[src/hw/rtl/dhpi_pkg.sv]
`timescale 1ns / 1ps

package dhpi_pkg;

    localparam int KEY_W     = 8;
    localparam int ATTEMPT_W = 16;
    localparam int SLOT_W    = 16;
    localparam int PRIME_W   = 16;
    localparam int TSIZE_W   = 17;
    localparam int CFG_IDX_W = 2;

    // register indexes of the configuration port
    typedef enum logic [CFG_IDX_W-1:0] {
        CFG_PRIME_A    = 2'd0,
        CFG_PRIME_B    = 2'd1,
        CFG_TABLE_SIZE = 2'd2
    } cfg_idx_t;

    typedef struct packed {
        logic accept;     // load the byte and start both reductions
        logic upd_acc;    // take the remainders into the accumulators
        logic fin_start;  // start the probe step reduction
        logic out_load;   // form the slot and load the output register
    } dhpi_cmd_t;

    typedef struct packed {
        logic red_done;   // both remainder units idle
        logic last;       // byte in flight ends the key
        logic out_free;   // output register can take a result
    } dhpi_status_t;

endpackage

[src/hw/rtl/double_hash_probe_index_unit.sv]
`timescale 1ns / 1ps
// one key byte per transfer, reduced by a bit-serial remainder unit of ACC_W+17 steps
// (at most 34); the next byte is taken only after both remainders reach the accumulators
// the final byte adds a second pass for the probe step, and its result goes to the output
// register before the next byte is taken
// a result waits in an output register while the next key is taken in
// synchronous active-low reset clears the accumulators and restores 151, 163 and 1024
module double_hash_probe_index_unit #(
    parameter int INDEX_BITS = 16
) (
    input  logic                                   aclk,
    input  logic                                   aresetn,
    input  logic                                   s_valid,
    output logic                                   s_ready,
    input  logic [dhpi_pkg::KEY_W-1:0]             s_key_byte,
    input  logic                                   s_last_byte,
    input  logic [dhpi_pkg::ATTEMPT_W-1:0]         s_attempt,
    output logic                                   m_valid,
    input  logic                                   m_ready,
    output logic [dhpi_pkg::SLOT_W-1:0]            m_slot_index,
    input  logic                                   cfg_valid,
    output logic                                   cfg_ready,
    input  logic [dhpi_pkg::CFG_IDX_W-1:0]         cfg_index,
    input  logic [dhpi_pkg::TSIZE_W-1:0]           cfg_data
);

    import dhpi_pkg::*;

    // modulus never exceeds the smaller of 2^INDEX_BITS and the table size range
    localparam int ACC_W = (INDEX_BITS < TSIZE_W) ? INDEX_BITS : TSIZE_W;
    localparam int MOD_W = (INDEX_BITS < TSIZE_W) ? INDEX_BITS + 1 : TSIZE_W;
    localparam int DIV_W = ACC_W + 17;
    localparam logic [32:0] MAX_MOD = 33'd1 << INDEX_BITS;

    logic [PRIME_W-1:0] prime_a_reg, prime_a_next;
    logic [PRIME_W-1:0] prime_b_reg, prime_b_next;
    logic [TSIZE_W-1:0] table_size_reg, table_size_next;
    logic [32:0]        ts_wide;
    logic [32:0]        mod_wide;
    logic [MOD_W-1:0]   modulus;

    dhpi_cmd_t    cmd;
    dhpi_status_t status;

    assign cfg_ready = 1'b1;

    always_comb begin
        prime_a_next    = prime_a_reg;
        prime_b_next    = prime_b_reg;
        table_size_next = table_size_reg;
        if (cfg_valid) begin
            case (cfg_index)
                CFG_PRIME_A:    prime_a_next    = cfg_data[PRIME_W-1:0];
                CFG_PRIME_B:    prime_b_next    = cfg_data[PRIME_W-1:0];
                CFG_TABLE_SIZE: table_size_next = cfg_data;
                default: begin
                end
            endcase
        end
    end

    always_ff @(posedge aclk) begin
        if (!aresetn) begin
            prime_a_reg    <= PRIME_W'(151);
            prime_b_reg    <= PRIME_W'(163);
            table_size_reg <= TSIZE_W'(1024);
        end else begin
            prime_a_reg    <= prime_a_next;
            prime_b_reg    <= prime_b_next;
            table_size_reg <= table_size_next;
        end
    end

    // zero size acts as one slot, oversized saturates at 2^INDEX_BITS
    assign ts_wide  = 33'(table_size_reg);
    assign mod_wide = (table_size_reg == '0) ? 33'd1 :
                      (ts_wide > MAX_MOD)    ? MAX_MOD : ts_wide;
    assign modulus  = mod_wide[MOD_W-1:0];

    dhpi_ctrl u_ctrl (
        .aclk    (aclk),
        .aresetn (aresetn),
        .s_valid (s_valid),
        .s_ready (s_ready),
        .status  (status),
        .cmd     (cmd)
    );

    dhpi_datapath #(
        .ACC_W (ACC_W),
        .MOD_W (MOD_W),
        .DIV_W (DIV_W)
    ) u_datapath (
        .aclk         (aclk),
        .aresetn      (aresetn),
        .cmd          (cmd),
        .status       (status),
        .s_key_byte   (s_key_byte),
        .s_last_byte  (s_last_byte),
        .s_attempt    (s_attempt),
        .prime_a      (prime_a_reg),
        .prime_b      (prime_b_reg),
        .modulus      (modulus),
        .m_ready      (m_ready),
        .m_valid      (m_valid),
        .m_slot_index (m_slot_index)
    );

endmodule

[src/hw/rtl/dhpi_mod_unit.sv]
`timescale 1ns / 1ps

module dhpi_mod_unit #(
    parameter int DIV_W = 33,
    parameter int MOD_W = 17,
    parameter int OUT_W = 16
) (
    input  logic             aclk,
    input  logic             aresetn,
    input  logic             start,
    input  logic [DIV_W-1:0] dividend,
    input  logic [MOD_W-1:0] modulus,
    output logic             busy,
    output logic [OUT_W-1:0] rem
);

    localparam int CNT_W = $clog2(DIV_W + 1);

    logic [DIV_W-1:0] div_reg, div_next;
    logic [MOD_W-1:0] rem_reg, rem_next;
    logic [CNT_W-1:0] cnt_reg, cnt_next;
    logic [MOD_W:0]   trial;
    logic [MOD_W:0]   diff;

    // restoring remainder, one dividend bit per cycle
    always_comb begin
        trial    = {rem_reg, div_reg[DIV_W-1]};
        diff     = trial - {1'b0, modulus};
        div_next = div_reg;
        rem_next = rem_reg;
        cnt_next = cnt_reg;
        if (start) begin
            div_next = dividend;
            rem_next = '0;
            cnt_next = CNT_W'(DIV_W);
        end else if (cnt_reg != '0) begin
            div_next = {div_reg[DIV_W-2:0], 1'b0};
            rem_next = (trial >= {1'b0, modulus}) ? diff[MOD_W-1:0] : trial[MOD_W-1:0];
            cnt_next = cnt_reg - 1'b1;
        end
    end

    always_ff @(posedge aclk) begin
        if (!aresetn) begin
            cnt_reg <= '0;
        end else begin
            cnt_reg <= cnt_next;
        end
    end

    always_ff @(posedge aclk) begin
        div_reg <= div_next;
        rem_reg <= rem_next;
    end

    assign busy = (cnt_reg != '0);
    assign rem  = rem_reg[OUT_W-1:0];

endmodule

[src/hw/rtl/dhpi_datapath.sv]
`timescale 1ns / 1ps

module dhpi_datapath #(
    parameter int ACC_W = 16,
    parameter int MOD_W = 17,
    parameter int DIV_W = 33
) (
    input  logic                              aclk,
    input  logic                              aresetn,
    input  dhpi_pkg::dhpi_cmd_t               cmd,
    output dhpi_pkg::dhpi_status_t            status,
    input  logic [dhpi_pkg::KEY_W-1:0]        s_key_byte,
    input  logic                              s_last_byte,
    input  logic [dhpi_pkg::ATTEMPT_W-1:0]    s_attempt,
    input  logic [dhpi_pkg::PRIME_W-1:0]      prime_a,
    input  logic [dhpi_pkg::PRIME_W-1:0]      prime_b,
    input  logic [MOD_W-1:0]                  modulus,
    input  logic                              m_ready,
    output logic                              m_valid,
    output logic [dhpi_pkg::SLOT_W-1:0]       m_slot_index
);

    import dhpi_pkg::*;

    localparam int SUM_W = ACC_W + 1;

    logic [ACC_W-1:0]     acc_a_reg, acc_a_next;
    logic [ACC_W-1:0]     acc_b_reg, acc_b_next;
    logic                 last_reg;
    logic [ATTEMPT_W-1:0] attempt_reg;
    logic                 m_valid_reg, m_valid_next;
    logic [SLOT_W-1:0]    slot_reg;

    logic [ACC_W+15:0]    mul_a, mul_b;
    logic [DIV_W-1:0]     byte_prod_a, byte_prod_b;
    logic [ACC_W:0]       step_b;
    logic [DIV_W-1:0]     fin_prod;
    logic [DIV_W-1:0]     dividend_a;
    logic                 busy_a, busy_b;
    logic [ACC_W-1:0]     rem_a, rem_b;
    logic [SUM_W-1:0]     slot_sum, slot_diff, mod_ext;
    logic [ACC_W-1:0]     slot;
    logic [31:0]          slot_ext;

    // horner step: acc * prime + byte, reduced by the units below
    assign mul_a       = (ACC_W+16)'(acc_a_reg) * (ACC_W+16)'(prime_a);
    assign mul_b       = (ACC_W+16)'(acc_b_reg) * (ACC_W+16)'(prime_b);
    assign byte_prod_a = DIV_W'(mul_a) + DIV_W'(s_key_byte);
    assign byte_prod_b = DIV_W'(mul_b) + DIV_W'(s_key_byte);

    // probe step attempt * (hash_b + 1)
    assign step_b     = {1'b0, acc_b_reg} + {{ACC_W{1'b0}}, 1'b1};
    assign fin_prod   = DIV_W'(attempt_reg) * DIV_W'(step_b);
    assign dividend_a = cmd.fin_start ? fin_prod : byte_prod_a;

    dhpi_mod_unit #(
        .DIV_W (DIV_W),
        .MOD_W (MOD_W),
        .OUT_W (ACC_W)
    ) u_mod_a (
        .aclk     (aclk),
        .aresetn  (aresetn),
        .start    (cmd.accept | cmd.fin_start),
        .dividend (dividend_a),
        .modulus  (modulus),
        .busy     (busy_a),
        .rem      (rem_a)
    );

    dhpi_mod_unit #(
        .DIV_W (DIV_W),
        .MOD_W (MOD_W),
        .OUT_W (ACC_W)
    ) u_mod_b (
        .aclk     (aclk),
        .aresetn  (aresetn),
        .start    (cmd.accept),
        .dividend (byte_prod_b),
        .modulus  (modulus),
        .busy     (busy_b),
        .rem      (rem_b)
    );

    // hash_a + step term, both below the modulus: one conditional subtract
    assign mod_ext   = SUM_W'(modulus);
    assign slot_sum  = {1'b0, acc_a_reg} + {1'b0, rem_a};
    assign slot_diff = slot_sum - mod_ext;
    assign slot      = (slot_sum >= mod_ext) ? slot_diff[ACC_W-1:0] : slot_sum[ACC_W-1:0];
    assign slot_ext  = 32'(slot);

    always_comb begin
        acc_a_next   = acc_a_reg;
        acc_b_next   = acc_b_reg;
        m_valid_next = m_valid_reg;
        if (m_ready) begin
            m_valid_next = 1'b0;
        end
        if (cmd.upd_acc) begin
            acc_a_next = rem_a;
            acc_b_next = rem_b;
        end
        if (cmd.out_load) begin
            acc_a_next   = '0;
            acc_b_next   = '0;
            m_valid_next = 1'b1;
        end
    end

    always_ff @(posedge aclk) begin
        if (!aresetn) begin
            acc_a_reg   <= '0;
            acc_b_reg   <= '0;
            m_valid_reg <= 1'b0;
        end else begin
            acc_a_reg   <= acc_a_next;
            acc_b_reg   <= acc_b_next;
            m_valid_reg <= m_valid_next;
        end
    end

    always_ff @(posedge aclk) begin
        if (cmd.accept) begin
            last_reg    <= s_last_byte;
            attempt_reg <= s_attempt;
        end
        if (cmd.out_load) begin
            slot_reg <= slot_ext[SLOT_W-1:0];
        end
    end

    assign status.red_done = !busy_a && !busy_b;
    assign status.last     = last_reg;
    assign status.out_free = !m_valid_reg || m_ready;

    assign m_valid      = m_valid_reg;
    assign m_slot_index = slot_reg;

`ifndef ASSERT_OFF
    a_start_busy: assert property (@(posedge aclk) disable iff (!aresetn)
        cmd.accept |=> !status.red_done)
        else $error("remainder units not started on transfer");

    a_acc_update: assert property (@(posedge aclk) disable iff (!aresetn)
        cmd.upd_acc && !cmd.out_load |=> acc_a_reg == $past(rem_a) && acc_b_reg == $past(rem_b))
        else $error("accumulators missed remainder update");

    a_out_clear: assert property (@(posedge aclk) disable iff (!aresetn)
        cmd.out_load |=> m_valid_reg && acc_a_reg == '0 && acc_b_reg == '0)
        else $error("result load did not clear accumulators");
`endif

endmodule

[src/hw/rtl/dhpi_ctrl.sv]
`timescale 1ns / 1ps

module dhpi_ctrl (
    input  logic                   aclk,
    input  logic                   aresetn,
    input  logic                   s_valid,
    output logic                   s_ready,
    input  dhpi_pkg::dhpi_status_t status,
    output dhpi_pkg::dhpi_cmd_t    cmd
);

    import dhpi_pkg::*;

    typedef enum logic [4:0] {
        S_IDLE = 5'b00001,
        S_RED  = 5'b00010,
        S_FIN  = 5'b00100,
        S_FRED = 5'b01000,
        S_OUT  = 5'b10000
    } state_t;

    state_t state_reg, state_next;

    always_comb begin
        state_next = state_reg;
        cmd        = '0;
        s_ready    = 1'b0;
        case (state_reg)
            S_IDLE: begin
                s_ready = 1'b1;
                if (s_valid) begin
                    cmd.accept = 1'b1;
                    state_next = S_RED;
                end
            end
            S_RED: begin
                if (status.red_done) begin
                    cmd.upd_acc = 1'b1;
                    state_next  = status.last ? S_FIN : S_IDLE;
                end
            end
            S_FIN: begin
                cmd.fin_start = 1'b1;
                state_next    = S_FRED;
            end
            S_FRED: begin
                if (status.red_done) begin
                    state_next = S_OUT;
                end
            end
            S_OUT: begin
                // wait until the previous result has been taken
                if (status.out_free) begin
                    cmd.out_load = 1'b1;
                    state_next   = S_IDLE;
                end
            end
            default: begin
                state_next = S_IDLE;
            end
        endcase
    end

    always_ff @(posedge aclk) begin
        if (!aresetn) begin
            state_reg <= S_IDLE;
        end else begin
            state_reg <= state_next;
        end
    end

endmodule

[config.mk]
export PLATFORM = sky130hd
export DESIGN_NAME = double_hash_probe_index_unit
export DESIGN_NICKNAME = d
export VERILOG_FILES = /design/src/hw/rtl/dhpi_pkg.sv /design/src/hw/rtl/double_hash_probe_index_unit.sv /design/src/hw/rtl/dhpi_mod_unit.sv /design/src/hw/rtl/dhpi_datapath.sv /design/src/hw/rtl/dhpi_ctrl.sv
export SDC_FILE = /design/constraint.sdc
export NUM_CORES = 2
export LEC_CHECK = 0
export BUFFER_PORTS_ARGS = -buffer_cell sky130_fd_sc_hd__buf_4
export CORE_ASPECT_RATIO = 1.5
export CORE_MARGIN = 10
export CORE_UTILIZATION = 60
export DETAILED_ROUTE_END_ITERATION = 8
export PLACE_DENSITY = 0.8
export SETUP_SLACK_MARGIN = 0.2
export SLEW_MARGIN = 30
export SYNTH_ARGS = -nofsm -noshare
export SYNTH_HDL_FRONTEND = slang
export SYNTH_SLANG_ARGS = --single-unit
[constraint.sdc]
create_clock -name aclk -period 7.5 [get_ports aclk]
set_clock_uncertainty 0.05 [all_clocks]
set_input_delay 0.75 -clock aclk [delete_from_list [all_inputs] [get_ports aclk]]
set_output_delay 0.75 -clock aclk [all_outputs]
set_load 0.01 [all_outputs]
# Yosys cells after proc, flatten, opt, wreduce, memory -nomap -nowiden

Index checks and enable logic that the tools add are counted.

Register bits after elaboration: 232
Output and inout bits: 19
Word-level logic and storage cells: 96

Add/sub/neg operators: 9
Multipliers: 3
$lt $le $gt $ge: 4
Equality and inequality tests: 11
Muxes and demuxes: 30
Bitwise operators: 2
Reductions and logical operators: 19

Operators by type and width:

| kind                                                                | count |
|---|---|
| 33-bit two-way mux                                                  | 5 |
| 17-bit two-way mux                                                  | 4 |
| 32-bit by 8-bit adder with 33-bit output                            | 2 |
| 16-bit by 16-bit multiplier with 32-bit output                      | 2 |
| 18-bit by 17-bit >= comparator with 1-bit output                    | 2 |
| 17-bit subtractor                                                   | 2 |
| 16-bit by 17-bit multiplier with 33-bit output                      | 1 |
| 5-bit one-hot mux with 5 select lines                               | 1 |
| 6-bit two-way mux                                                   | 4 |
| 5-bit two-way mux                                                   | 4 |
| 16-bit by 1-bit adder with 17-bit output (second input constant)    | 1 |
| 16-bit by 16-bit adder with 17-bit output                           | 1 |
| 17-bit >= comparator                                                | 1 |
| 17-bit > comparator (second input constant)                         | 1 |
| 17-bit zero test                                                    | 1 |
| 16-bit two-way mux                                                  | 1 |
| 16-bit subtractor                                                   | 1 |
| 6-bit nonzero test                                                  | 2 |
| 6-bit by 1-bit subtractor with 6-bit output (second input constant) | 2 |
| 1-bit two-way mux                                                   | 10 |
| 2-bit != test (second input constant)                               | 4 |
| 2-bit AND reduction                                                 | 3 |
| 2-bit nonzero test                                                  | 3 |
| 2-bit OR reduction                                                  | 3 |
| 15 further kinds                                                    | 17 |

# Longest topological paths before layout

Depth after elaboration: 5
Gate-level depth with buffers: 32

# Cells and area by module

A second synthesis with hierarchy kept.

Cell total of the unflattened synthesis: 4512
Area, all modules: 40493.8 µm²

Modules (own cells, without submodules):

| module                             | times used | cells an instance | area an instance (µm²) | sequential area each (µm²) |
|---|---|---|---|---|
| dhpi_datapath                      | 1          | 3547              | 31047.3                | 1651.6 |
| dhpi_mod_unit (u_datapath.u_mod_a) | 1          | 333               | 3533.4                 | 1451.4 |
| dhpi_mod_unit (u_datapath.u_mod_b) | 1          | 349               | 3489.6                 | 1451.4 |
| double_hash_probe_index_unit       | 1          | 243               | 2055.7                 | 980.9 |
| dhpi_ctrl                          | 1          | 40                | 367.9                  | 100.1 |

# Worst setup path before layout

Ideal clock, no wire load.

Kind: reg-to-reg
Start: reg u_datapath.acc_b_reg[4]
End: reg u_datapath.u_mod_a.div_reg[32], data pin
Arrival: 7332 ps
Required time: 7189 ps
Slack: -143 ps
Stages on the path, launching flop included: 32
Buffers on the path: 3
Clock period less this slack: 7643 ps
Cells stage by stage: dfxtp_1 clkbuf_1 nand3_1 nor2_1 nand2_1 nor2_1 nand4_1 nor2_1 xor2_1 clkbuf_1 nand2_1 fa_1 fa_1 fa_1 inv_1 fa_1 fa_1 inv_1 fa_1 inv_1 ha_1 clkbuf_1 nand4_1 nor4_1 nor3_1 a211oi_1 nor2_1 o21ai_1 a21bo_2 o21a_1 xnor2_1 a221o_1

Word-level cells in the longest chain between the ends: 4

Ends and longest elaborated chain:

| element                                        | line                 | text |
|---|---|---|
| start, declared                                | dhpi_datapath.sv:28  | `logic [ACC_W-1:0] acc_b_reg, acc_b_next;` |
| start signal, assigned                         | dhpi_datapath.sv:116 | `acc_b_reg <= acc_b_next;` |
| 16-bit by 1-bit adder with 17-bit output       | dhpi_datapath.sv:52  | `assign step_b = {1'b0, acc_b_reg} + {{ACC_W{1'b0}}, 1'b1};` |
| 16-bit by 17-bit multiplier with 33-bit output | dhpi_datapath.sv:53  | `assign fin_prod = DIV_W'(attempt_reg) * DIV_W'(step_b);` |
| 33-bit two-way mux                             | dhpi_datapath.sv:54  | `assign dividend_a = cmd.fin_start ? fin_prod : byte_prod_a;` |
| 33-bit two-way mux                             | dhpi_mod_unit.sv:32  | `if (start) begin` |
| named net u_datapath.u_mod_a.div_next[32]      | dhpi_mod_unit.sv:19  | `logic [DIV_W-1:0] div_reg, div_next;` |
| end signal, assigned                           | dhpi_mod_unit.sv:52  | `div_reg <= div_next;` |
| end, declared                                  | dhpi_mod_unit.sv:19  |  |

The timed path passes the listed nets, and every way through them passes these cells.
A chain may end at the register's enable or synchronous reset.

# Final worst setup path

Start: reg u_datapath.acc_b_reg[4]
End: reg u_datapath.u_mod_a.div_reg[29], data pin

Same word-level chain as after synthesis.

==> impl_metrics.ini <==
[floorplanning]
die_h_um = 332.9
fp-row-count = 114
ioPinCount = 68
die_area_um2 = 76120
core_area_um2 = 64610
start_util = 0.6063
die-width_um = 228.6

[yosys]
synthArstFlopShare = 0
syn_nets = 5618
synth_top_area_frac = 0.3158
synth.area.top_cells = fa_1, ha_1, nand2_1
yosysTopAreaCell = fa_1
synth_warnings = 0
synth_edf_count = 99
ys_seq_area_frac = 0.1439
synth_flop_cell = dfxtp_1
ys_types = 75
syn_inst = 4540
ys_seq_elements = 232
synthesis.area_um2 = 39170
avgSynthCellArea_um2 = 8.629

[finish]
layout_common_cells = nand2_1, inv_1, fa_1, ha_1, and2_1
fin_area_um2 = 41940
mostFrequentLayoutCell = nand2_1
stdcell_count = 5414
drive_gt1_frac = 0.06626
nNetsFinal = 5601
area_delta_synth_final_pct = 7.059

[setup_path]
crit_path_start_kind = flop
required_ps = 7770
critPathSlowestCell = fa_1
cpMostUsedCell = fa_1
critPathKind = reg -> reg
r2r_setup_slack_ps = 390
cp.arrival_ps = 7380
slowest_delay_ps = 580
crit_path_end_kind = flop
cp_max_fo = 7

[sta]
tightest_slew_ps = 942.4
finalHoldViolations = 0
fin_tns_setup_ps = 0
fmax_mhz = 140.6
rsz0062_at_grt = true
max_slew_margin = 0.3702
timing.hold.ws_ps = 265.6
fin_crit_sh = 0.9484
drv_slew = 0
setup_viol = 0
setup_slack_ps = 386.8
period_needed_ps = 7113

[grt]
grt_max_degree = 72
overflow = 0
first_global_vias = 33200
grt_use_total = 0.2716
grt_pass1_wl_um = 167200
antenna_found_initial = 2

[detailed_routing]
wl_per_cell_um = 19.10
viasPerCell = 5.819
drc = 0
ant_nets = 0
detail_route.first_pass.iterations = 6
drtIter0Drc = 2142
routed_wl_um = 103400
vias = 31510

[placement]
postPlaceCellArea_um2 = 40650
pre_cts_ws_ps = 8.919
io_buffers = 66
dp.cells = 5351
place_hpwl_um = 82530
gp_congestion = 0.9550

[power_and_ir_drop]
p_leak_nw = 20.24
vdd_drop_max_mv = 0.2346
p_per_area_nw_per_um2 = 150.7

[clock_network]
cts_max_path_buffers = 3
cts_sinks = 232
numCtsBuffers = 26
cts_tree = built
htreeDepth = 1
cts_hold_buf = 0
clk_pin_slew_worst_paths_ps = 70
clock_latency_ps = 610
cts_root_buf = clkbuf_16

[min_path]
hp-class = in -> reg

[job]
drv_cap = 0

[run_status]
outcome = completed
cell families after synthesis:
group	after synthesis	share of synthesized area
adders and majority gates	1029	0.4471
DFF	232	0.1439
and+or+nand+nor	1482	0.1740
muxes	25	0.007634
buffers and inverters	1014	0.09754
xor gates and xnor gates	144	0.03220
other	1	0.00009573
AOI/OAI and AO/OA	613	0.09758
stage by stage:
stage,total power [mW],util
2_1_floorplan,4.185,-
3_3_place_gp,4.840,0.6291
3_5_place_dp,4.901,0.6291
4_1_cts,6.299,0.6444
5_1_grt,6.749,0.6490
6_report,6.320,0.6491
final timing paths:
path                            from                              to  depth (start not counted)
max          u_datapath.acc_b_reg[4]  u_datapath.u_mod_a.div_reg[29]                         31
min                     s_attempt[7]       u_datapath.attempt_reg[7]                          1
max reg2reg  u_datapath.acc_b_reg[4]  u_datapath.u_mod_a.div_reg[29]                         31
min reg2reg        table_size_reg[6]               table_size_reg[6]                          2
report_power, final:
group	switching (mW)	leakage, nW	internal, mW	total, mW
sequential	0.288	2.12	1.76	2.04
clock	0.605	0.460	0.770	1.37
combinational	1.68	17.7	1.22	2.90
synthesized netlist by cell type (8+ instances only):
cell type and number:
o21ai_0 139, o211ai_1 8, xor2_1 56, nor2_1 149, a21o_1 61, and3_1 19
mux2_4 8, nor2b_1 39, fa_1 618, o21a_1 19, dfxtp_1 133, buf_1 10
inv_1 799, ha_1 411, nand2_1 809, mux2i_1 10, o21bai_1 12, a21boi_0 18
nor4_1 9, nand3_1 43, a211oi_1 46, nand4_1 20, and2_1 291, nand2b_1 26
nor3_1 42, xnor2_1 88, a21oi_1 215, o31ai_1 8, edfxtp_1 99, clkbuf_1 199
a31oi_1 10
critical path: cells and delay by family (launching register included):
| kind | cells | cell delay [ps] |
|---|---|---|
| buffers and inverters | 6 | 670 |
| DFF | 1 | 350 |
| AOI/OAI and AO/OA | 9 | 1420 |
| adders and majority gates | 7 | 3300 |
| xor gates and xnor gates | 2 | 300 |
| and+or+nand+nor | 7 | 720 |
cell type report:
class	instances	area, um2
well taps	870	1089
clock buffers	34	805.8
multi-input cells	3294	29970
inverters	800	3003
diodes	1	2.502
flip-flops and latches	232	5642
clock inverters	14	122.6
fillers	5251	22680
repair buffers	169	1304
layer usage:
metal	wire, um	part of all wire	track usage	up-vias
li1	-	-	-	14220
met1	36600	0.35	0.2985	15620
met2	53480	0.52	0.4930	1254
met3	6507	0.063	0.03119	411
met4	6822	0.066	0.1673	0
met5	0	0	0	-
timing repair:
action,in CTS,in global routing
gates resized for setup,10,49
hold endpoints to repair,0,0
gates cloned,1,1
buffers inserted,3,9
pin swaps,5,36
endpoints found under the setup margin,7,17
Power figures use the tool's default switching activity.
